$ cat config.mk
export PLATFORM = sky130hd
export DESIGN_NAME = n_queens_backtrack_enumerator_unit
export DESIGN_NICKNAME = d
export VERILOG_FILES = /design/src/sv/nqbe_pkg.sv /design/src/sv/n_queens_backtrack_enumerator_unit.sv /design/src/sv/nqbe_ctrl.sv /design/src/sv/nqbe_datapath.sv
export SDC_FILE = /design/constraint.sdc
export NUM_CORES = 1
export LEC_CHECK = 0
export BUFFER_PORTS_ARGS = -buffer_cell sky130_fd_sc_hd__buf_2
export CORE_MARGIN = 3
export CORE_UTILIZATION = 60
export DETAILED_ROUTE_END_ITERATION = 12
export GPL_TIMING_DRIVEN = 0
export PLACE_DENSITY = 0.91
export RECOVER_POWER = 50
export SKIP_CTS_REPAIR_TIMING = 1
export SLEW_MARGIN = 20
export SYNTH_ARGS = -nofsm -noshare
export SYNTH_HDL_FRONTEND = slang
export SYNTH_HIERARCHICAL = 1
export SYNTH_SLANG_ARGS = --single-unit
$ cat constraint.sdc
create_clock -name clk_i -period 9.2 [get_ports clk_i]
set_input_delay 0.46 -clock clk_i [delete_from_list [all_inputs] [get_ports clk_i]]
set_output_delay 0.46 -clock clk_i [all_outputs]
set_load 0.05 [all_outputs]
$ cat src/sv/nqbe_pkg.sv
// ----------------------------------------------------------------------------
// nqbe_pkg
// Shared constants and controller/datapath interface types for the N-queens
// backtracking enumerator.
// ----------------------------------------------------------------------------
package nqbe_pkg;

  localparam int DEFAULT_MAX_N     = 16;
  localparam int RESULT_ROWS_LIMIT = 16;

  localparam int BOARD_SIZE_W = 5;
  localparam int ROW_INDEX_W  = 4;
  localparam int COLUMN_W     = 4;
  localparam int APB_ADDR_W   = 3;
  localparam int APB_DATA_W   = 32;

  localparam logic [BOARD_SIZE_W-1:0] BOARD_SIZE_RESET = 5'd8;

  // register word index (paddr[2])
  localparam logic [0:0] REG_BOARD_SIZE = 1'b0;

  typedef struct packed {
    logic accept;   // input item taken
    logic step;     // one search step
    logic fail;     // search ran out: empty board, mark exhausted
    logic set_exh;  // mark exhausted
    logic out_sel;  // read port follows output row counter
    logic out_row;  // load one solution row into the output register
    logic out_none; // load the no-solution result
    logic resume;   // continue at the last row's next column
  } cmd_t;

  typedef struct packed {
    logic none_now;
    logic done_found;
    logic done_none;
    logic out_free;
    logic out_last;
  } sts_t;

endpackage

$ cat src/sv/n_queens_backtrack_enumerator_unit.sv
// ----------------------------------------------------------------------------
// n_queens_backtrack_enumerator_unit
// N-queens solution enumerator, depth-first backtracking, one request per
// item; returns the next solution row by row or a single no-solution item.
//
//   channel | direction | handshake                | payload
//   --------+-----------+--------------------------+------------------------------
//   in      | input     | in_valid_i / in_stall_o  | restart_i
//   out     | output    | out_valid_o / out_stall_i| found_o row_index_o column_o last_o
//   cfg     | APB       | psel/penable/pready      | board_size at 0x0
//
// One search step (place, reject or back up) per cycle; the conflict check
// compares the candidate against all placed rows in parallel.
// A request runs a start state, the search steps, then one result row per cycle unless the output stalls.
// Reset empties the board, board size 8; no clearing pass.
// Output stalls hold the sequencer; the next request is taken while the
// last result of the previous one still waits.
// ----------------------------------------------------------------------------
module n_queens_backtrack_enumerator_unit #(
  parameter int MAX_N = nqbe_pkg::DEFAULT_MAX_N
) (
  input  logic                                clk_i,
  input  logic                                rst_ni,
  input  logic                                in_valid_i,
  output logic                                in_stall_o,
  input  logic                                restart_i,
  output logic                                out_valid_o,
  input  logic                                out_stall_i,
  output logic                                found_o,
  output logic [nqbe_pkg::ROW_INDEX_W-1:0]    row_index_o,
  output logic [nqbe_pkg::COLUMN_W-1:0]       column_o,
  output logic                                last_o,
  input  logic                                psel,
  input  logic                                penable,
  input  logic                                pwrite,
  input  logic [nqbe_pkg::APB_ADDR_W-1:0]     paddr,
  input  logic [nqbe_pkg::APB_DATA_W-1:0]     pwdata,
  output logic [nqbe_pkg::APB_DATA_W-1:0]     prdata,
  output logic                                pready
);

  nqbe_pkg::cmd_t                    cmd;
  nqbe_pkg::sts_t                    sts;
  logic                              reg_hit;
  logic                              cfg_we;
  logic [nqbe_pkg::BOARD_SIZE_W-1:0] board_size;

  assign pready  = 1'b1;
  assign reg_hit = (paddr[2:2] == nqbe_pkg::REG_BOARD_SIZE);
  assign cfg_we  = psel && penable && pwrite && reg_hit;
  assign prdata  = reg_hit ? nqbe_pkg::APB_DATA_W'(board_size) : '0;

  nqbe_ctrl u_ctrl (
    .clk_i      (clk_i),
    .rst_ni     (rst_ni),
    .in_valid_i (in_valid_i),
    .in_stall_o (in_stall_o),
    .sts_i      (sts),
    .cmd_o      (cmd)
  );

  nqbe_datapath #(
    .MAX_N (MAX_N)
  ) u_datapath (
    .clk_i        (clk_i),
    .rst_ni       (rst_ni),
    .cmd_i        (cmd),
    .sts_o        (sts),
    .restart_i    (restart_i),
    .cfg_we_i     (cfg_we),
    .cfg_data_i   (pwdata[nqbe_pkg::BOARD_SIZE_W-1:0]),
    .board_size_o (board_size),
    .out_stall_i  (out_stall_i),
    .out_valid_o  (out_valid_o),
    .found_o      (found_o),
    .row_index_o  (row_index_o),
    .column_o     (column_o),
    .last_o       (last_o)
  );

endmodule

$ cat src/sv/nqbe_ctrl.sv
// ----------------------------------------------------------------------------
// nqbe_ctrl
// Sequencer: takes a request, runs the search one step per cycle, then walks
// the result rows, or the no-solution item, out through the datapath's output register.
// ----------------------------------------------------------------------------
module nqbe_ctrl (
  input  logic              clk_i,
  input  logic              rst_ni,
  input  logic              in_valid_i,
  output logic              in_stall_o,
  input  nqbe_pkg::sts_t    sts_i,
  output nqbe_pkg::cmd_t    cmd_o
);

  localparam logic [2:0] S_IDLE   = 3'd0;
  localparam logic [2:0] S_START  = 3'd1;
  localparam logic [2:0] S_SEARCH = 3'd2;
  localparam logic [2:0] S_SOLN   = 3'd3;
  localparam logic [2:0] S_NONE   = 3'd4;

  logic [2:0] state_q, state_d;

  assign in_stall_o = (state_q != S_IDLE);

  always_comb begin
    state_d = state_q;
    cmd_o   = '0;
    case (state_q)
      S_IDLE: begin
        if (in_valid_i) begin
          cmd_o.accept = 1'b1;
          state_d      = S_START;
        end
      end
      S_START: begin
        state_d = sts_i.none_now ? S_NONE : S_SEARCH;
      end
      S_SEARCH: begin
        if (sts_i.done_found) begin
          state_d = S_SOLN;
        end else if (sts_i.done_none) begin
          cmd_o.fail = 1'b1;
          state_d    = S_NONE;
        end else begin
          cmd_o.step = 1'b1;
        end
      end
      S_SOLN: begin
        cmd_o.out_sel = 1'b1;
        if (sts_i.out_free) begin
          cmd_o.out_row = 1'b1;
          if (sts_i.out_last) begin
            cmd_o.resume = 1'b1;
            state_d      = S_IDLE;
          end
        end
      end
      S_NONE: begin
        if (sts_i.out_free) begin
          cmd_o.out_none = 1'b1;
          cmd_o.set_exh  = 1'b1;
          state_d        = S_IDLE;
        end
      end
      default: begin
        state_d = S_IDLE;
      end
    endcase
  end

  always_ff @(posedge clk_i or negedge rst_ni) begin
    if (!rst_ni) begin
      state_q <= S_IDLE;
    end else begin
      state_q <= state_d;
    end
  end

endmodule

$ cat src/sv/nqbe_datapath.sv
// ----------------------------------------------------------------------------
// nqbe_datapath
// Board state, parallel conflict check against placed rows, search step
// update, board size register and the output register.
// ----------------------------------------------------------------------------
module nqbe_datapath #(
  parameter int MAX_N = nqbe_pkg::DEFAULT_MAX_N
) (
  input  logic                                 clk_i,
  input  logic                                 rst_ni,
  input  nqbe_pkg::cmd_t                       cmd_i,
  output nqbe_pkg::sts_t                       sts_o,
  input  logic                                 restart_i,
  input  logic                                 cfg_we_i,
  input  logic [nqbe_pkg::BOARD_SIZE_W-1:0]    cfg_data_i,
  output logic [nqbe_pkg::BOARD_SIZE_W-1:0]    board_size_o,
  input  logic                                 out_stall_i,
  output logic                                 out_valid_o,
  output logic                                 found_o,
  output logic [nqbe_pkg::ROW_INDEX_W-1:0]     row_index_o,
  output logic [nqbe_pkg::COLUMN_W-1:0]        column_o,
  output logic                                 last_o
);

  localparam int ROWS  = (MAX_N < nqbe_pkg::RESULT_ROWS_LIMIT) ? MAX_N
                                                               : nqbe_pkg::RESULT_ROWS_LIMIT;
  localparam int CNT_W = $clog2(ROWS + 1);
  localparam int IDX_W = $clog2(ROWS);

  logic [nqbe_pkg::BOARD_SIZE_W-1:0] board_size_q, board_size_d;
  logic [CNT_W-1:0]                  row_q, row_d;
  logic [CNT_W-1:0]                  col_q, col_d;
  logic                              exh_q, exh_d;
  logic [IDX_W-1:0]                  out_idx_q, out_idx_d;
  logic [IDX_W-1:0]                  placed_q [ROWS];

  logic                              out_valid_q, out_valid_d;
  logic                              found_q;
  logic [nqbe_pkg::ROW_INDEX_W-1:0]  row_index_q;
  logic [nqbe_pkg::COLUMN_W-1:0]     column_q;
  logic                              last_q;

  logic [CNT_W-1:0] n;
  logic [IDX_W-1:0] col_idx;
  logic [IDX_W-1:0] rd_addr;
  logic [IDX_W-1:0] rd_data;
  logic [ROWS-1:0]  lane_hit;
  logic             unsafe;
  logic             row_done;
  logic             col_over;
  logic             out_free;
  logic             out_last;
  logic             place;

  // effective board size: 0 acts as 1, saturate at ROWS
  always_comb begin
    if (board_size_q == '0) begin
      n = CNT_W'(1);
    end else if (32'(board_size_q) > 32'(ROWS)) begin
      n = CNT_W'(ROWS);
    end else begin
      n = CNT_W'(board_size_q);
    end
  end

  assign col_idx  = col_q[IDX_W-1:0];
  assign row_done = (row_q >= n);
  assign col_over = (col_q >= n);

  for (genvar r = 0; r < ROWS; r++) begin : g_lane
    logic [IDX_W-1:0] pc;
    logic [IDX_W-1:0] diff;
    logic [CNT_W-1:0] gap;
    assign pc          = placed_q[r];
    assign diff        = (pc > col_idx) ? (pc - col_idx) : (col_idx - pc);
    assign gap         = row_q - CNT_W'(r);
    assign lane_hit[r] = (CNT_W'(r) < row_q) &&
                         ((diff == '0) || (CNT_W'(diff) == gap));
  end

  assign unsafe = |lane_hit;
  assign place  = cmd_i.step && !col_over && !unsafe;

  assign rd_addr = cmd_i.out_sel ? out_idx_q : IDX_W'(row_q - CNT_W'(1));
  assign rd_data = placed_q[rd_addr];

  assign out_free = !out_valid_q || !out_stall_i;
  assign out_last = (out_idx_q == IDX_W'(n - CNT_W'(1)));

  assign sts_o.none_now   = exh_q || (row_q > n);
  assign sts_o.done_found = row_done;
  assign sts_o.done_none  = !row_done && col_over && (row_q == '0);
  assign sts_o.out_free   = out_free;
  assign sts_o.out_last   = out_last;

  always_comb begin
    board_size_d = board_size_q;
    row_d        = row_q;
    col_d        = col_q;
    exh_d        = exh_q;
    out_idx_d    = out_idx_q;
    if (cfg_we_i) begin
      board_size_d = cfg_data_i;
      row_d        = '0;
      col_d        = '0;
      exh_d        = 1'b0;
    end else if (cmd_i.accept) begin
      out_idx_d = '0;
      if (restart_i) begin
        row_d = '0;
        col_d = '0;
        exh_d = 1'b0;
      end
    end else if (cmd_i.fail) begin
      row_d = '0;
      col_d = '0;
      exh_d = 1'b1;
    end else if (cmd_i.set_exh) begin
      exh_d = 1'b1;
    end else if (cmd_i.step) begin
      if (col_over) begin
        // back up one row
        row_d = row_q - CNT_W'(1);
        col_d = CNT_W'(rd_data) + CNT_W'(1);
      end else if (!unsafe) begin
        row_d = row_q + CNT_W'(1);
        col_d = '0;
      end else begin
        col_d = col_q + CNT_W'(1);
      end
    end else if (cmd_i.out_row) begin
      out_idx_d = out_idx_q + IDX_W'(1);
      if (cmd_i.resume) begin
        row_d = n - CNT_W'(1);
        col_d = CNT_W'(rd_data) + CNT_W'(1);
      end
    end
  end

  always_comb begin
    out_valid_d = out_valid_q;
    if (out_free) begin
      out_valid_d = cmd_i.out_row || cmd_i.out_none;
    end
  end

  always_ff @(posedge clk_i or negedge rst_ni) begin
    if (!rst_ni) begin
      board_size_q <= nqbe_pkg::BOARD_SIZE_RESET;
      row_q        <= '0;
      col_q        <= '0;
      exh_q        <= 1'b0;
      out_idx_q    <= '0;
      out_valid_q  <= 1'b0;
    end else begin
      board_size_q <= board_size_d;
      row_q        <= row_d;
      col_q        <= col_d;
      exh_q        <= exh_d;
      out_idx_q    <= out_idx_d;
      out_valid_q  <= out_valid_d;
    end
  end

  always_ff @(posedge clk_i) begin
    if (place) begin
      placed_q[row_q[IDX_W-1:0]] <= col_idx;
    end
  end

  always_ff @(posedge clk_i) begin
    if (out_free && cmd_i.out_row) begin
      found_q     <= 1'b1;
      row_index_q <= nqbe_pkg::ROW_INDEX_W'(out_idx_q);
      column_q    <= nqbe_pkg::COLUMN_W'(rd_data);
      last_q      <= out_last;
    end else if (out_free && cmd_i.out_none) begin
      found_q     <= 1'b0;
      row_index_q <= '0;
      column_q    <= '0;
      last_q      <= 1'b1;
    end
  end

  assign board_size_o = board_size_q;
  assign out_valid_o  = out_valid_q;
  assign found_o      = found_q;
  assign row_index_o  = row_index_q;
  assign column_o     = column_q;
  assign last_o       = last_q;

endmodule
==> impl_table.tex <==
\begin{tabular}{lr}
\hline
Metric & Value \\
\hline
\multicolumn{2}{l}{\textbf{Place}} \\
HPWL after detailed placement & 26.94 mm \\
Routability congestion estimate & $\sim$1.0 \\
Count of input and output buffers & 30 \\
\multicolumn{2}{l}{\textbf{Setup path}} \\
Critical Path, Cell by Cell & clkbuf\_1 -> inv\_1 -> ha\_1 -> buf\_2 -> and4\_1 -> nor3\_1 -> mux2i\_1 -> mux2i\_1 -> nand4\_1 -> o2111ai\_1 -> a2111oi\_2 -> nand2\_2 -> buf\_4 -> nor4\_1 \\
Category of the most critical setup path & reg -> reg \\
Largest delay contributor family on the critical path & buffers and inverters \\
Sort of element at the end of the critical path & flip-flop \\
Type of element launching the critical path & flip-flop \\
CP max FO & 29 \\
Buffering stage count on the worst path with inverters included & 4 \\
Cell with the biggest individual delay on the critical path & clkbuf\_1 \\
Worst Path Required & about 9 ns \\
Biggest cell delay along the critical path & $\sim$1.2 ns \\
Data arrival, critical path & approximately 7.4 ns \\
Most used cell along the critical path & mux2i\_1 \\
\multicolumn{2}{l}{\textbf{Synthesis}} \\
Share of synthesized cell area in full adder, half adder and majority cells & approximately a fifth \\
Warnings, synthesis & 6 \\
Largest area contributor in the netlist & edfxtp\_1 \\
Portion of netlist area occupied by mux cells & between 8 and 9\% \\
Parity-gate share of the synthesized area counting xor and xnor cells & 8.882\% \\
Number of distinct library cells after synthesis & between 90 and 100 \\
Synth top area cells & edfxtp\_1 (18\%), ha\_1 (15\%), xnor2\_1 (5.3\%) \\
Seq/Total Area, Yosys & between 20\% and 30\% \\
EDFF count, synth & between 70 and 80 \\
Post-synthesis register bit count & 98 \\
Main flop type after synthesis & edfxtp\_1 \\
Fraction of registers with async set/reset & 24.49\% \\
Dominant combinational cell family by area after synthesis & adder cells \\
Post-synthesis average cell area & slightly above 9 um2 \\
Synthesized-area fraction occupied by and/or/nand/nor cells & $\sim$18\% \\
Share of Yosys cell area claimed by the top area cell type & about 18\% \\
Area fraction in compound gates after synthesis & 15.01\% \\
Number of standard cells after synthesis & roughly 1,300 \\
Synth Cell Area & between 0.01 and 0.015 mm2 \\
\multicolumn{2}{l}{\textbf{Route}} \\
Final wirelength & roughly 36 mm \\
Number of detailed-routing iterations run before antenna repair & 7 \\
Via-per-instance ratio & roughly 6.6 \\
Via count & around 11,000 \\
Remaining antenna violation count & 0 \\
Iteration-0 DRC Markers & roughly 1,400 \\
Routed len/inst & 21.67 um \\
DR DRC count & 0 \\
\multicolumn{2}{l}{\textbf{Final layout}} \\
Share of the core filled with cells in the final layout & between 60\% and 70\% \\
Commonest non-fill, non-tap cell in the layout & ha\_1 \\
Area growth syn-to-layout & 7.407\% \\
Highest-count cells in the layout ignoring fill and taps & ha\_1 (144), inv\_1 (115), xnor2\_1 (75) \\
Final \#Nets & about 1,600 \\
Inserted Diodes & 0 \\
Multi-input logic area & just under 0.009 mm2 \\
Ratio of cells with drive above 1 in the final layout & 13.01\% \\
Fill count & approximately 1,500 \\
Sequential cell area & 0.002814 mm2 \\
\multicolumn{2}{l}{\textbf{Floorplanning}} \\
Number of standard-cell rows in the floorplan & 51 \\
Core area & approximately 0.020 mm2 \\
Die outline height & 149.2 um \\
Overall die width & around 150 um \\
Floorplan die area & approximately 0.022 mm2 \\
I/O pin total & 88 \\
Starting Density & 62.17\% \\
\multicolumn{2}{l}{\textbf{Timing}} \\
RSZ-0062 raised after global routing & no \\
Slew of the pin with the lowest slew margin & roughly 1.6 ns \\
Final Slew Violations & 54 \\
Final-report setup violation count & 0 \\
Hold Violations, Final & 0 \\
Final Critical Period & $\sim$7.4 ns \\
Crit share post-route & between 80\% and 90\% \\
Tightest slew margin relative to the limit & -7.648\% \\
Setup clock skew after layout & between 0.01 and 0.015 ns \\
Aggregate negative setup slack & 0 ns \\
Upper clock frequency limit & about 0.13 GHz \\
\multicolumn{2}{l}{\textbf{CTS}} \\
Worst-skew pair later-pin latency & approximately 0.37 ns \\
Clock tree from TritonCTS & yes \\
Clock buffer depth & 2 \\
Clock net sink count & 98 \\
Clock-pin transition on the worst setup and hold timing paths & 0.08 ns \\
H-tree Lvls & 3 \\
Cts bufs inserted & 9 \\
Clock root buffer & clkbuf\_16 \\
\multicolumn{2}{l}{\textbf{GRT}} \\
Maximum number of pins on one net before global-route repair & 40 \\
Number of global-route vias before repair & about 11,000 \\
Aggregate global-route resource usage & 31.88\% \\
Antenna violations before repair & 0 \\
First-pass GRT wire length & approximately 56 mm \\
GR Overflow Total & 0 \\
\multicolumn{2}{l}{\textbf{Run status}} \\
Failing checks & max-capacitance violations, max-slew violations \\
Status & finished with violations \\
\multicolumn{2}{l}{\textbf{Min path}} \\
Worst hold-check path type & in -> reg \\
\multicolumn{2}{l}{\textbf{Flow run}} \\
Number of max-cap violations & 2 \\
\hline
\end{tabular}
==> metal layers <==
layer	global-route usage, %	vias up	wire length (um)
li1	-	4879	-
met4	17.99	0	2296
met2	51.32	766	16400
met5	0	-	0
met3	7.293	189	3971
met1	39.54	5147	13220
==> cells by family after synthesis <==
kind of cell               count (synthesis)
AOI/OAI and AO/OA                        272
xor gates and xnor gates                 119
adders and majority gates                176
buffers and inverters                    199
DFF                                       98
muxes                                     76
other                                      2
and+or+nand+nor                          373
==> state kept, by name (all words and copies together), names as in the netlist, 3 cells and up <==
signal                   cells
u_datapath/column_o          4
u_ctrl/state_q               3
u_datapath/row_q             5
u_datapath/placed_q         64
u_datapath/board_size_o      5
u_datapath/out_idx_q         4
u_datapath/col_q             5
u_datapath/row_index_o       4
==> cells in the mapped netlist (all sizes together) (36+ instances only) <==
cell    count
nor2       60
a21oi      73
o21ai      46
buf        62
mux2i      44
xnor2      76
nor3       36
ha        144
inv       119
nand2      75
edfxtp     73
xor2       41
==> path summary, 6_finish.rpt <==
path / startpoint / endpoint / slack, ns / cells past startpoint
setup / recovery: u_datapath/col_q[2] / u_datapath/placed_q[13][0] / 1.75 / 14
hold / removal: pwdata[4] / u_datapath/board_size_o[4] / 0.33 / 3
setup reg to reg: u_datapath/col_q[2] / u_datapath/placed_q[13][0] / 1.75 / 14
hold reg to reg: u_datapath/found_o / u_datapath/found_o / 0.47 / 2
max in group asynchronous: rst_ni / u_datapath/board_size_o[0] / 8.04 / 1
min in group asynchronous: rst_ni / u_datapath/exh_q / 0.37 / 1
==> tightest hold or removal path: cells and delay by family <==
family	cells	cell delay (ns)
AOI/OAI and AO/OA	1	0.07
buffers and inverters	1	0.08
and+or+nand+nor	1	0.04
==> per-stage QoR <==
stage | std cells | area, um2 | worst slack [ns] | hold WS [ns]
floorplan | 1341 | 12400 | 3.190 | 0.1644
global placement | 1636 | 12880 | 0.4926 | 0.4470
detailed placement | 1640 | 12980 | 3.327 | 0.4689
CTS | 1656 | 13280 | 3.320 | 0.08504
global route | 1656 | 13210 | 1.523 | 0.3379
finish | 1656 | 13210 | 1.751 | 0.3263
==> final cells by class <==
type	instances	share of cell area, %
sequential	98	21.30
clock buffer	9	1.705
inverter	119	3.382
timing repair buffer	34	1.430
tap	265	2.510
clock inverter	7	0.5778
buffer	80	3.618
multi-input combinational	1044	65.47
Power is not shown: default switching activity piles up to over one toggle a cycle in this logic, so the estimate is an artifact.
